[config.mk]
export PLATFORM = sky130hd
export DESIGN_NAME = sha256_stream_hasher_flat
export DESIGN_NICKNAME = d
export VERILOG_FILES = /design/src/design/sha_pkg.sv /design/src/design/sha_if.sv /design/src/design/sha256_stream_hasher.sv /design/src/design/sha_cmd_fifo.sv /design/src/design/sha_front.sv /design/src/design/sha_core.sv /design/src/flat_wrapper.sv
export VERILOG_INCLUDE_DIRS = /design/src /design/src/design
export SDC_FILE = /design/constraint.sdc
export NUM_CORES = 2
export LEC_CHECK = 0
export BUFFER_PORTS_ARGS = -buffer_cell sky130_fd_sc_hd__buf_2
export CELL_PAD_IN_SITES_DETAIL_PLACEMENT = 0
export CELL_PAD_IN_SITES_GLOBAL_PLACEMENT = 1
export CORE_MARGIN = 2
export CORE_UTILIZATION = 44
export CTS_CLUSTER_SIZE = 24
export DETAILED_ROUTE_END_ITERATION = 12
export GPL_TIMING_DRIVEN = 0
export PLACE_DENSITY = 0.72
export SETUP_SLACK_MARGIN = 0.1
export SLEW_MARGIN = 20
export SYNTH_ARGS = -nofsm -noshare
export SYNTH_HDL_FRONTEND = slang
export SYNTH_SLANG_ARGS = --single-unit
[constraint.sdc]
create_clock -name clk -period 14.2 [get_ports clk]
set_input_delay 1.42 -clock clk [delete_from_list [all_inputs] [get_ports clk]]
set_output_delay 1.42 -clock clk [all_outputs]
set_load 0.02 [all_outputs]
[src/design/sha256_stream_hasher_assert.svh]
// Assertion macros shared by the hasher's checking code.
`ifndef SHA256_STREAM_HASHER_ASSERT_SVH
`define SHA256_STREAM_HASHER_ASSERT_SVH

// Same-cycle implication, checked on every rising clock edge outside reset.
`define SHA_AST_NOW(label, ante, cons, msg) \
    label: assert property (@(posedge clk) disable iff (!rst_n) (ante) |-> (cons)) \
        else $error(msg);

// Next-cycle implication.
`define SHA_AST_NXT(label, ante, cons, msg) \
    label: assert property (@(posedge clk) disable iff (!rst_n) (ante) |=> (cons)) \
        else $error(msg);

`endif

[src/design/sha_pkg.sv]
// Shared types, constants and round functions of the SHA-256 stream hasher.
package sha_pkg;

    localparam int unsigned CMD_FIFO_DEPTH = 4;
    localparam int unsigned TOTAL_W = 61;
    localparam logic [TOTAL_W-1:0] MAX_BYTES = {TOTAL_W{1'b1}};

    // One classified item handed from the front to the core.
    typedef struct packed {
        logic               has_byte;
        logic [7:0]         data_byte;
        logic               eom;
        logic               err;
        logic [TOTAL_W-1:0] total;
    } cmd_t;

    // Queue status seen by both sides.
    typedef struct packed {
        logic full;
        logic empty;
    } q_stat_t;

    typedef logic [31:0] word_t;

    function automatic word_t hash_init(input logic [2:0] i);
        word_t r;
        case (i)
            3'd0: r = 32'h6a09e667;
            3'd1: r = 32'hbb67ae85;
            3'd2: r = 32'h3c6ef372;
            3'd3: r = 32'ha54ff53a;
            3'd4: r = 32'h510e527f;
            3'd5: r = 32'h9b05688c;
            3'd6: r = 32'h1f83d9ab;
            default: r = 32'h5be0cd19;
        endcase
        return r;
    endfunction

    function automatic word_t round_k(input logic [5:0] t);
        word_t r;
        case (t)
            6'd0: r = 32'h428a2f98;  6'd1: r = 32'h71374491;
            6'd2: r = 32'hb5c0fbcf;  6'd3: r = 32'he9b5dba5;
            6'd4: r = 32'h3956c25b;  6'd5: r = 32'h59f111f1;
            6'd6: r = 32'h923f82a4;  6'd7: r = 32'hab1c5ed5;
            6'd8: r = 32'hd807aa98;  6'd9: r = 32'h12835b01;
            6'd10: r = 32'h243185be; 6'd11: r = 32'h550c7dc3;
            6'd12: r = 32'h72be5d74; 6'd13: r = 32'h80deb1fe;
            6'd14: r = 32'h9bdc06a7; 6'd15: r = 32'hc19bf174;
            6'd16: r = 32'he49b69c1; 6'd17: r = 32'hefbe4786;
            6'd18: r = 32'h0fc19dc6; 6'd19: r = 32'h240ca1cc;
            6'd20: r = 32'h2de92c6f; 6'd21: r = 32'h4a7484aa;
            6'd22: r = 32'h5cb0a9dc; 6'd23: r = 32'h76f988da;
            6'd24: r = 32'h983e5152; 6'd25: r = 32'ha831c66d;
            6'd26: r = 32'hb00327c8; 6'd27: r = 32'hbf597fc7;
            6'd28: r = 32'hc6e00bf3; 6'd29: r = 32'hd5a79147;
            6'd30: r = 32'h06ca6351; 6'd31: r = 32'h14292967;
            6'd32: r = 32'h27b70a85; 6'd33: r = 32'h2e1b2138;
            6'd34: r = 32'h4d2c6dfc; 6'd35: r = 32'h53380d13;
            6'd36: r = 32'h650a7354; 6'd37: r = 32'h766a0abb;
            6'd38: r = 32'h81c2c92e; 6'd39: r = 32'h92722c85;
            6'd40: r = 32'ha2bfe8a1; 6'd41: r = 32'ha81a664b;
            6'd42: r = 32'hc24b8b70; 6'd43: r = 32'hc76c51a3;
            6'd44: r = 32'hd192e819; 6'd45: r = 32'hd6990624;
            6'd46: r = 32'hf40e3585; 6'd47: r = 32'h106aa070;
            6'd48: r = 32'h19a4c116; 6'd49: r = 32'h1e376c08;
            6'd50: r = 32'h2748774c; 6'd51: r = 32'h34b0bcb5;
            6'd52: r = 32'h391c0cb3; 6'd53: r = 32'h4ed8aa4a;
            6'd54: r = 32'h5b9cca4f; 6'd55: r = 32'h682e6ff3;
            6'd56: r = 32'h748f82ee; 6'd57: r = 32'h78a5636f;
            6'd58: r = 32'h84c87814; 6'd59: r = 32'h8cc70208;
            6'd60: r = 32'h90befffa; 6'd61: r = 32'ha4506ceb;
            6'd62: r = 32'hbef9a3f7; default: r = 32'hc67178f2;
        endcase
        return r;
    endfunction

    function automatic word_t rotr(input word_t v, input int unsigned n);
        return (v >> n) | (v << (32 - n));
    endfunction

    function automatic word_t big_s0(input word_t v);
        return rotr(v, 2) ^ rotr(v, 13) ^ rotr(v, 22);
    endfunction

    function automatic word_t big_s1(input word_t v);
        return rotr(v, 6) ^ rotr(v, 11) ^ rotr(v, 25);
    endfunction

    function automatic word_t sm_s0(input word_t v);
        return rotr(v, 7) ^ rotr(v, 18) ^ (v >> 3);
    endfunction

    function automatic word_t sm_s1(input word_t v);
        return rotr(v, 17) ^ rotr(v, 19) ^ (v >> 10);
    endfunction

endpackage

[src/design/sha_if.sv]
// Stream channel interfaces for message bytes and digest words.
interface sha_in_if;
    logic       valid;
    logic       ready;
    logic       has_byte;
    logic [7:0] data_byte;
    logic       end_of_message;

    modport source (output valid, has_byte, data_byte, end_of_message, input ready);
    modport sink (input valid, has_byte, data_byte, end_of_message, output ready);
endinterface

interface sha_out_if;
    logic        valid;
    logic        ready;
    logic [31:0] digest_word;
    logic [2:0]  word_index;
    logic        last_word;
    logic        length_error;

    modport source (output valid, digest_word, word_index, last_word, length_error,
                    input ready);
    modport sink (input valid, digest_word, word_index, last_word, length_error,
                  output ready);
endinterface

[src/design/sha256_stream_hasher.sv]
// Top level of the SHA-256 stream hasher.
// SHA-256 over a byte stream: at most one message byte per input item, an item with
// end_of_message closes the message and yields eight digest words (word 0
// first) or a single length_error item if the byte count passed 2^61-1.
// Items are accepted at one per cycle while the four-entry command queue has
// room. The core takes one queued byte per cycle while idle and runs its
// single round unit over each full block, then an add step, taking no bytes
// meanwhile. Closing an error-free message costs one or two padded blocks,
// then eight output items with the digest words.
module sha256_stream_hasher #(
    parameter int unsigned FIFO_DEPTH = sha_pkg::CMD_FIFO_DEPTH
) (
    input logic       clk,
    input logic       rst_n,
    sha_in_if.sink    in_ch,
    sha_out_if.source out_ch
);
    import sha_pkg::*;

`include "sha256_stream_hasher_assert.svh"

    cmd_t    push_cmd, head;
    q_stat_t qs;
    logic    push, pop;

    sha_front u_front (
        .clk   (clk),
        .rst_n (rst_n),
        .in_ch (in_ch),
        .qs    (qs),
        .push  (push),
        .cmd   (push_cmd)
    );

    sha_cmd_fifo #(.DEPTH(FIFO_DEPTH)) u_fifo (
        .clk      (clk),
        .rst_n    (rst_n),
        .push     (push),
        .push_cmd (push_cmd),
        .pop      (pop),
        .head     (head),
        .stat     (qs)
    );

    sha_core u_core (
        .clk    (clk),
        .rst_n  (rst_n),
        .head   (head),
        .qs     (qs),
        .pop    (pop),
        .out_ch (out_ch)
    );

    // Checks
    `SHA_AST_NOW(a_no_push_full, push, !qs.full, "command pushed into full queue")
    `SHA_AST_NOW(a_no_pop_empty, pop, !qs.empty, "command popped from empty queue")
    `SHA_AST_NOW(a_err_form, out_ch.valid && out_ch.length_error,
                 out_ch.last_word && (out_ch.word_index == 3'd0) && (out_ch.digest_word == '0),
                 "malformed error item")
    `SHA_AST_NOW(a_last_idx, out_ch.valid && out_ch.last_word && !out_ch.length_error,
                 out_ch.word_index == 3'd7, "last digest word not at index 7")
endmodule

[src/design/sha_cmd_fifo.sv]
// Short command queue between the front and the compression core.
module sha_cmd_fifo #(
    parameter int unsigned DEPTH = 4
) (
    input  logic             clk,
    input  logic             rst_n,
    input  logic             push,
    input  sha_pkg::cmd_t    push_cmd,
    input  logic             pop,
    output sha_pkg::cmd_t    head,
    output sha_pkg::q_stat_t stat
);
    import sha_pkg::*;

    localparam int unsigned PW = (DEPTH > 1) ? $clog2(DEPTH) : 1;
    localparam int unsigned CW = $clog2(DEPTH + 1);
    localparam logic [PW-1:0] LAST = PW'(DEPTH - 1);
    localparam logic [CW-1:0] FULLC = CW'(DEPTH);

    cmd_t          mem_reg [DEPTH];
    logic [PW-1:0] wr_reg, rd_reg;
    logic [CW-1:0] cnt_reg;
    logic          do_push, do_pop;

    assign stat.full  = (cnt_reg == FULLC);
    assign stat.empty = (cnt_reg == '0);
    assign do_push    = push && !stat.full;
    assign do_pop     = pop && !stat.empty;
    assign head       = mem_reg[rd_reg];

    // Storage
    always_ff @(posedge clk) begin
        if (do_push) begin
            mem_reg[wr_reg] <= push_cmd;
        end
    end

    // Pointers and count
    always_ff @(posedge clk or negedge rst_n) begin
        if (!rst_n) begin
            wr_reg  <= '0;
            rd_reg  <= '0;
            cnt_reg <= '0;
        end else begin
            if (do_push) begin
                wr_reg <= (wr_reg == LAST) ? '0 : wr_reg + 1'b1;
            end
            if (do_pop) begin
                rd_reg <= (rd_reg == LAST) ? '0 : rd_reg + 1'b1;
            end
            if (do_push && !do_pop) begin
                cnt_reg <= cnt_reg + 1'b1;
            end else if (do_pop && !do_push) begin
                cnt_reg <= cnt_reg - 1'b1;
            end
        end
    end
endmodule

[src/design/sha_front.sv]
// Front end: accepts items, tracks message length and limit, queues commands.
module sha_front (
    input  logic             clk,
    input  logic             rst_n,
    sha_in_if.sink           in_ch,
    input  sha_pkg::q_stat_t qs,
    output logic             push,
    output sha_pkg::cmd_t    cmd
);
    import sha_pkg::*;

    logic [TOTAL_W-1:0] total_reg, total_next;
    logic               ovf_reg, ovf_next;
    logic               take, acc;

    assign in_ch.ready = !qs.full;
    assign acc         = in_ch.valid && in_ch.ready;

    // Classify: take the byte unless the length limit is reached
    always_comb begin
        take       = in_ch.has_byte && !ovf_reg && (total_reg != MAX_BYTES);
        ovf_next   = ovf_reg || (in_ch.has_byte && !ovf_reg && (total_reg == MAX_BYTES));
        total_next = take ? total_reg + 1'b1 : total_reg;
    end

    assign push          = acc && (take || in_ch.end_of_message);
    assign cmd.has_byte  = take;
    assign cmd.data_byte = in_ch.data_byte;
    assign cmd.eom       = in_ch.end_of_message;
    assign cmd.err       = ovf_next;
    assign cmd.total     = total_next;

    always_ff @(posedge clk or negedge rst_n) begin
        if (!rst_n) begin
            total_reg <= '0;
            ovf_reg   <= 1'b0;
        end else if (acc) begin
            if (in_ch.end_of_message) begin
                total_reg <= '0;
                ovf_reg   <= 1'b0;
            end else begin
                total_reg <= total_next;
                ovf_reg   <= ovf_next;
            end
        end
    end
endmodule

[src/design/sha_core.sv]
// Back end: byte packing, padding, 64-round compression, digest and error output.
module sha_core (
    input  logic             clk,
    input  logic             rst_n,
    input  sha_pkg::cmd_t    head,
    input  sha_pkg::q_stat_t qs,
    output logic             pop,
    sha_out_if.source        out_ch
);
    import sha_pkg::*;

    localparam logic [2:0] S_IDLE = 3'd0;
    localparam logic [2:0] S_RND  = 3'd1;
    localparam logic [2:0] S_ADD  = 3'd2;
    localparam logic [2:0] S_LEN  = 3'd3;
    localparam logic [2:0] S_EMIT = 3'd4;
    localparam logic [2:0] S_ERR  = 3'd5;

    localparam logic [1:0] PH_NORM = 2'd0;
    localparam logic [1:0] PH_PAD1 = 2'd1;
    localparam logic [1:0] PH_PAD2 = 2'd2;

    logic [2:0]         state_reg;
    logic [1:0]         phase_reg;
    logic [5:0]         t_reg;
    logic [5:0]         fill_reg;
    logic               bdone_reg;
    logic [2:0]         idx_reg;
    logic [TOTAL_W-1:0] len_reg;
    word_t              hash_reg [8];
    word_t              v_reg [8];
    word_t              buf_reg [16];
    logic               ovalid_reg;
    word_t              odig_reg;
    logic [2:0]         oidx_reg;
    logic               olast_reg, oerr_reg;

    word_t w_t, t1, t2, ins, padw;
    logic  out_free;
    logic  emit_now;
    logic [3:0] wi;
    logic [1:0] ki;

    assign out_free            = !ovalid_reg || out_ch.ready;
    assign emit_now            = ((state_reg == S_EMIT) || (state_reg == S_ERR)) && out_free;
    assign out_ch.valid        = ovalid_reg;
    assign out_ch.digest_word  = odig_reg;
    assign out_ch.word_index   = oidx_reg;
    assign out_ch.last_word    = olast_reg;
    assign out_ch.length_error = oerr_reg;

    assign wi = fill_reg[5:2];
    assign ki = fill_reg[1:0];

    // Round datapath and byte insertion
    always_comb begin
        if (t_reg < 6'd16) begin
            w_t = buf_reg[0];
        end else begin
            w_t = sm_s1(buf_reg[14]) + buf_reg[9] + sm_s0(buf_reg[1]) + buf_reg[0];
        end
        t1 = v_reg[7] + big_s1(v_reg[4]) + ((v_reg[4] & v_reg[5]) ^ (~v_reg[4] & v_reg[6]))
             + round_k(t_reg) + w_t;
        t2 = big_s0(v_reg[0]) +
             ((v_reg[0] & v_reg[1]) ^ (v_reg[0] & v_reg[2]) ^ (v_reg[1] & v_reg[2]));
        if (ki == 2'd0) begin
            ins  = {head.data_byte, 24'd0};
            padw = 32'h8000_0000;
        end else begin
            ins  = buf_reg[wi] | ({24'd0, head.data_byte} << (5'd8 * (5'd3 - {3'd0, ki})));
            padw = (buf_reg[wi] & ~(32'hFFFF_FFFF >> (6'd8 * {4'd0, ki})))
                   | (32'h80 << (5'd8 * (5'd3 - {3'd0, ki})));
        end
    end

    assign pop = (state_reg == S_IDLE) && !qs.empty &&
                 !(head.has_byte && !bdone_reg && head.eom);

    // Output valid: set on a new result item, cleared once it is taken
    always_ff @(posedge clk or negedge rst_n) begin
        if (!rst_n) begin
            ovalid_reg <= 1'b0;
        end else if (emit_now) begin
            ovalid_reg <= 1'b1;
        end else if (out_ch.ready) begin
            ovalid_reg <= 1'b0;
        end
    end

    always_ff @(posedge clk or negedge rst_n) begin
        if (!rst_n) begin
            state_reg  <= S_IDLE;
            phase_reg  <= PH_NORM;
            fill_reg   <= '0;
            bdone_reg  <= 1'b0;
            t_reg      <= '0;
            idx_reg    <= '0;
            for (int i = 0; i < 8; i++) begin
                hash_reg[i] <= hash_init(3'(i));
            end
        end else begin
            unique case (state_reg)
                // Dispatch one queued command
                S_IDLE: begin
                    if (!qs.empty) begin
                        if (head.has_byte && !bdone_reg) begin
                            buf_reg[wi] <= ins;
                            fill_reg    <= fill_reg + 1'b1;
                            bdone_reg   <= head.eom;
                            if (fill_reg == 6'd63) begin
                                for (int i = 0; i < 8; i++) begin
                                    v_reg[i] <= hash_reg[i];
                                end
                                t_reg     <= '0;
                                phase_reg <= PH_NORM;
                                state_reg <= S_RND;
                            end
                        end else begin
                            bdone_reg <= 1'b0;
                            if (head.err) begin
                                state_reg <= S_ERR;
                            end else begin
                                // Padding: marker byte, zeros, then the bit length
                                for (int i = 0; i < 16; i++) begin
                                    if ((fill_reg < 6'd56) && (i == 14)) begin
                                        buf_reg[i] <= head.total[TOTAL_W-1:29];
                                    end else if ((fill_reg < 6'd56) && (i == 15)) begin
                                        buf_reg[i] <= {head.total[28:0], 3'b000};
                                    end else if (4'(i) == wi) begin
                                        buf_reg[i] <= padw;
                                    end else if (4'(i) > wi) begin
                                        buf_reg[i] <= '0;
                                    end
                                end
                                len_reg <= head.total;
                                if (fill_reg >= 6'd56) begin
                                    phase_reg <= PH_PAD1;
                                end else begin
                                    phase_reg <= PH_PAD2;
                                end
                                for (int i = 0; i < 8; i++) begin
                                    v_reg[i] <= hash_reg[i];
                                end
                                t_reg     <= '0;
                                state_reg <= S_RND;
                            end
                        end
                    end
                end
                // One compression round per cycle; the buffer doubles as schedule window
                S_RND: begin
                    for (int i = 0; i < 15; i++) begin
                        buf_reg[i] <= buf_reg[i+1];
                    end
                    buf_reg[15] <= w_t;
                    v_reg[7] <= v_reg[6];
                    v_reg[6] <= v_reg[5];
                    v_reg[5] <= v_reg[4];
                    v_reg[4] <= v_reg[3] + t1;
                    v_reg[3] <= v_reg[2];
                    v_reg[2] <= v_reg[1];
                    v_reg[1] <= v_reg[0];
                    v_reg[0] <= t1 + t2;
                    t_reg    <= t_reg + 1'b1;
                    if (t_reg == 6'd63) begin
                        state_reg <= S_ADD;
                    end
                end
                S_ADD: begin
                    for (int i = 0; i < 8; i++) begin
                        hash_reg[i] <= hash_reg[i] + v_reg[i];
                    end
                    if (phase_reg == PH_PAD1) begin
                        state_reg <= S_LEN;
                    end else if (phase_reg == PH_PAD2) begin
                        idx_reg   <= '0;
                        state_reg <= S_EMIT;
                    end else begin
                        state_reg <= S_IDLE;
                    end
                end
                // Extra length-only block
                S_LEN: begin
                    for (int i = 0; i < 14; i++) begin
                        buf_reg[i] <= '0;
                    end
                    buf_reg[14] <= len_reg[TOTAL_W-1:29];
                    buf_reg[15] <= {len_reg[28:0], 3'b000};
                    for (int i = 0; i < 8; i++) begin
                        v_reg[i] <= hash_reg[i];
                    end
                    t_reg     <= '0;
                    phase_reg <= PH_PAD2;
                    state_reg <= S_RND;
                end
                S_EMIT: begin
                    if (out_free) begin
                        odig_reg   <= hash_reg[idx_reg];
                        oidx_reg   <= idx_reg;
                        olast_reg  <= (idx_reg == 3'd7);
                        oerr_reg   <= 1'b0;
                        idx_reg    <= idx_reg + 1'b1;
                        if (idx_reg == 3'd7) begin
                            for (int i = 0; i < 8; i++) begin
                                hash_reg[i] <= hash_init(3'(i));
                            end
                            fill_reg  <= '0;
                            phase_reg <= PH_NORM;
                            state_reg <= S_IDLE;
                        end
                    end
                end
                S_ERR: begin
                    if (out_free) begin
                        odig_reg   <= '0;
                        oidx_reg   <= '0;
                        olast_reg  <= 1'b1;
                        oerr_reg   <= 1'b1;
                        for (int i = 0; i < 8; i++) begin
                            hash_reg[i] <= hash_init(3'(i));
                        end
                        fill_reg  <= '0;
                        state_reg <= S_IDLE;
                    end
                end
                default: state_reg <= S_IDLE;
            endcase
        end
    end
endmodule

[src/flat_wrapper.sv]
// flat-port wrapper written by rule: the top's interface ports become plain ports
module sha256_stream_hasher_flat import sha_pkg::*;
#(
    parameter int unsigned FIFO_DEPTH = sha_pkg::CMD_FIFO_DEPTH
)
  (clk, rst_n, in_ch_valid, in_ch_has_byte, in_ch_data_byte, in_ch_end_of_message, in_ch_ready, out_ch_valid, out_ch_digest_word, out_ch_word_index, out_ch_last_word, out_ch_length_error, out_ch_ready);
  sha_in_if in_ch_i ();
  sha_out_if out_ch_i ();
  input logic clk;
  input logic rst_n;
  input wire logic [$bits(in_ch_i.valid)-1:0] in_ch_valid;
  input wire logic [$bits(in_ch_i.has_byte)-1:0] in_ch_has_byte;
  input wire logic [$bits(in_ch_i.data_byte)-1:0] in_ch_data_byte;
  input wire logic [$bits(in_ch_i.end_of_message)-1:0] in_ch_end_of_message;
  output wire logic [$bits(in_ch_i.ready)-1:0] in_ch_ready;
  output wire logic [$bits(out_ch_i.valid)-1:0] out_ch_valid;
  output wire logic [$bits(out_ch_i.digest_word)-1:0] out_ch_digest_word;
  output wire logic [$bits(out_ch_i.word_index)-1:0] out_ch_word_index;
  output wire logic [$bits(out_ch_i.last_word)-1:0] out_ch_last_word;
  output wire logic [$bits(out_ch_i.length_error)-1:0] out_ch_length_error;
  input wire logic [$bits(out_ch_i.ready)-1:0] out_ch_ready;
  assign in_ch_i.valid = in_ch_valid;
  assign in_ch_i.has_byte = in_ch_has_byte;
  assign in_ch_i.data_byte = in_ch_data_byte;
  assign in_ch_i.end_of_message = in_ch_end_of_message;
  assign in_ch_ready = in_ch_i.ready;
  assign out_ch_valid = out_ch_i.valid;
  assign out_ch_digest_word = out_ch_i.digest_word;
  assign out_ch_word_index = out_ch_i.word_index;
  assign out_ch_last_word = out_ch_i.last_word;
  assign out_ch_length_error = out_ch_i.length_error;
  assign out_ch_i.ready = out_ch_ready;
  sha256_stream_hasher #(.FIFO_DEPTH(FIFO_DEPTH)) u_core (.clk(clk), .rst_n(rst_n), .in_ch(in_ch_i), .out_ch(out_ch_i));
endmodule
==> flow_metrics.py <==
metrics = {
    "status": {
        "status": "finished, final reports clean",
    },
    "cts": {
        "path_clk_slew_ns": 0.06,
        "hold_buffers": 0,
        "cts_inserted_buffers": 177,
        "cts-htree-levels": 4,
        "cts_root_buf": "clkbuf_16",
        "clock_sinks": 1501,
        "clkLatencyLatePin_ns": 0.89,
        "postCtsSetupBuffers": 0,
        "cts_tree": "built",
        "clk_path_buf_depth": 3,
    },
    "floorplanning": {
        "io_pins": 53,
        "placementRows": 172,
        "initial_core_util_pct": 44.31,
        "die_w_microns": 474.4,
        "die-area_sq_mm": 0.2250,
        "core-area_sq_mm": 0.2197,
        "fp.dieH_microns": 474.4,
    },
    "yosys": {
        "netlist_area_sq_mm": 0.09735,
        "ys_warn_count": 0,
        "syn_inst": 9329,
        "syn_avg_cell_area_sq_um": 10.44,
        "ys.flop_type": "edfxtp_1",
        "synth.distinct_cells": 101,
        "yosysSeqAreaShare_pct": 44.69,
        "syn_nets": 9951,
        "synthArstFlopShare_pct": 23.12,
        "synth_edf_count": 1154,
        "ys_ff_latch": 1501,
    },
    "worst_setup_path": {
        "cp.depth": 42,
        "path_class": "reg2reg",
        "startpoint_type": "register",
        "critPathTopFamily": "adder cells",
        "crit_top_cell": "fa_1",
        "critPathBufInv": 7,
        "cp.required_ns": 14.95,
        "critPathArrivalTime_ns": 14.57,
        "reg2reg_depth": 42,
        "critPathSlowestCell": "edfxtp_1",
        "end_kind": "register",
        "cpPeakStageDelay_ns": 1.08,
        "cp_max_fo": 7,
    },
    "final_layout": {
        "fillCellCount": 20110,
        "utilization_pct": 49.82,
        "multiInputGateArea_sq_mm": 0.05001,
        "drive_above_1_share_pct": 11.37,
        "largest_reg_flops": 512,
        "syn_to_final_growth_pct": 12.45,
        "seqCellArea_sq_mm": 0.04351,
        "fin_nets": 10270,
    },
    "global_route": {
        "antenna_found_initial": 43,
        "grt_usage_pct": 43.52,
        "overflow": 0,
        "grt_pass1_vias": 80450,
        "grt_first_pass_wirelength_microns": 671200,
        "grt_start_max_net_pins": 84,
    },
    "sta": {
        "fin_crit_ns": 13.82,
        "fin_skew_ns": 0.07524,
        "fin_ws_ns": 0.3804,
        "slew_violations": 0,
        "hold_ws_ns": 0.4191,
        "hold_violations": 0,
        "slew_headroom_pct": 8.903,
        "worst_pin_slew_ns": 1.352,
        "setup_viol": 0,
        "period_share_pct": 97.32,
        "grt_setup_unrepaired": "false",
        "fmax_ghz": 0.07236,
        "finalSetupTns_ns": 0,
    },
    "drt": {
        "drt_iter0_markers": 13190,
        "avgRoutedWirePerCell_microns": 38.90,
        "ant_nets": 0,
        "via_count": 84950,
        "drt_wl_total_microns": 497000,
        "route.detailed.drc": 0,
        "dr.pass1.iters": 9,
        "via_per_inst": 6.648,
    },
    "placement": {
        "gp_congestion": 1.038,
        "hpwl_microns": 385900,
        "port_buffers": 52,
        "preCtsSetupSlack_ns": 0.4961,
    },
    "worst_hold_path": {
        "hp-class": "in2async",
    },
    "job": {
        "max_cap_viol_count": 0,
    },
}
==> worst register-to-register path, delay by kind of cell (launching register included) <==
kind / cells / cell delay [ns]
adders and majority gates: 10 / 4.40
and+or+nand+nor: 11 / 2.24
buffers and inverters: 7 / 0.70
AOI/OAI and AO/OA: 9 / 3.61
xor gates and xnor gates: 5 / 1.68
DFF: 1 / 1.08
==> cell families after synthesis <==
family	count (synthesis)	synth area share (%)
xor gates and xnor gates	637	5.745
DFF	1501	44.69
muxes	396	8.003
and+or+nand+nor	2616	11.57
AOI/OAI and AO/OA	2469	16.30
buffers and inverters	1098	4.323
adders and majority gates	612	9.374
==> final timing paths <==
check	from	endpoint	slack (ns)
max	u_core.u_core.buf_reg[14][17]	u_core.u_core.v_reg[0][31]	0.38
min	rst_n	u_core.u_core.hash_reg[197]	0.42
max reg2reg	u_core.u_core.buf_reg[14][17]	u_core.u_core.v_reg[0][31]	0.38
min reg2reg	u_core.u_core.phase_reg[1]	u_core.u_core.phase_reg[1]	0.50
max in group asynchronous	rst_n	u_core.u_core.bdone_reg	12.36
min in group clk	u_core.u_core.phase_reg[1]	u_core.u_core.phase_reg[1]	0.50
==> metrics by stage <==
step / area (sq um) / std cells
finish: 109500 / 12780
global route: 109400 / 12760
CTS: 109400 / 12750
detailed placement: 103500 / 12430
global placement: 101300 / 12340
floorplan: 97350 / 9329
==> area by class of cell <==
| class | instances | share of cell area (%) |
|---|---|---|
| buffer | 574 | 2.127 |
| inverter | 524 | 1.798 |
| multi-input combinational | 6730 | 45.68 |
| sequential | 1501 | 39.74 |
| clock buffer | 232 | 4.327 |
| timing repair buffer | 138 | 1.828 |
| clock inverter | 97 | 1.063 |
| antenna | 24 | 0.05486 |
| tap | 2958 | 3.381 |
==> layer usage <==
metal	part of all wire (%)	vias to the layer above	global-route usage (%)
met4	8.8	14	31.41
met5	0.017	-	0
met2	43	5604	64.51
met3	11	1456	11.47
li1	-	34830	-
met1	38	43050	55.00
==> cell usage after synthesis, types with 17 or more instances <==
cell / n / share of area (%)
a211oi_1: 51 / 0.39
a21o_1: 217 / 1.7
a21oi_1: 578 / 3.0
a221o_1: 36 / 0.37
a221oi_1: 37 / 0.33
a222oi_1: 110 / 1.1
a22o_1: 54 / 0.49
a22oi_1: 94 / 0.72
a31oi_1: 75 / 0.48
and2_1: 29 / 0.19
and3_1: 65 / 0.42
buf_1: 52 / 0.20
buf_2: 51 / 0.26
clkbuf_1: 468 / 1.8
dfrtp_1: 211 / 5.4
dfstp_2: 136 / 3.7
edfxtp_1: 1154 / 36
fa_1: 197 / 4.1
ha_1: 411 / 5.3
inv_1: 518 / 2.0
mux2_2: 39 / 0.45
mux2i_1: 55 / 0.57
mux4_2: 302 / 7.0
nand2_1: 1409 / 5.4
nand2b_1: 68 / 0.44
nand3_1: 153 / 0.79
nand4_1: 39 / 0.25
nor2_1: 553 / 2.1
nor2b_1: 59 / 0.38
nor3_1: 127 / 0.65
o211ai_1: 37 / 0.29
o21a_1: 54 / 0.42
o21ai_0: 753 / 3.9
o21bai_1: 62 / 0.48
o221ai_1: 87 / 0.78
o22ai_1: 23 / 0.15
o31ai_1: 61 / 0.47
or2_2: 17 / 0.11
or3_1: 35 / 0.22
xnor2_1: 413 / 3.7
xor2_1: 223 / 2.0
==> placed cells by master, fill, tap and decap left out, types with 62 or more instances in the layout <==
| master | count |
|---|---|
| a21o_1 | 217 |
| buf_2 | 112 |
| edfxtp_1 | 1154 |
| dfrtp_1 | 211 |
| nand2_1 | 1403 |
| a222oi_1 | 110 |
| clkbuf_1 | 457 |
| xnor2_1 | 410 |
| and3_1 | 64 |
| mux4_2 | 302 |
| a31oi_1 | 74 |
| clkbuf_16 | 178 |
| nand3_1 | 153 |
| inv_1 | 518 |
| nand2b_1 | 68 |
| nor3_1 | 125 |
| xor2_1 | 223 |
| o21ai_0 | 724 |
| ha_1 | 411 |
| a21oi_1 | 570 |
| nor2_1 | 544 |
| fa_1 | 197 |
| o221ai_1 | 87 |
| a22oi_1 | 93 |
| o21bai_1 | 62 |
| dfstp_2 | 136 |
==> what timing repair did <==
item / CTS / global route
resized for setup: 0 / 3
hold endpoints to repair: 0 / 0
endpoints found under the setup margin: 0 / 1
Power is left out: the tool's default activity adds up to more than one toggle a clock period on the data nets, which glitch-free logic cannot reach.
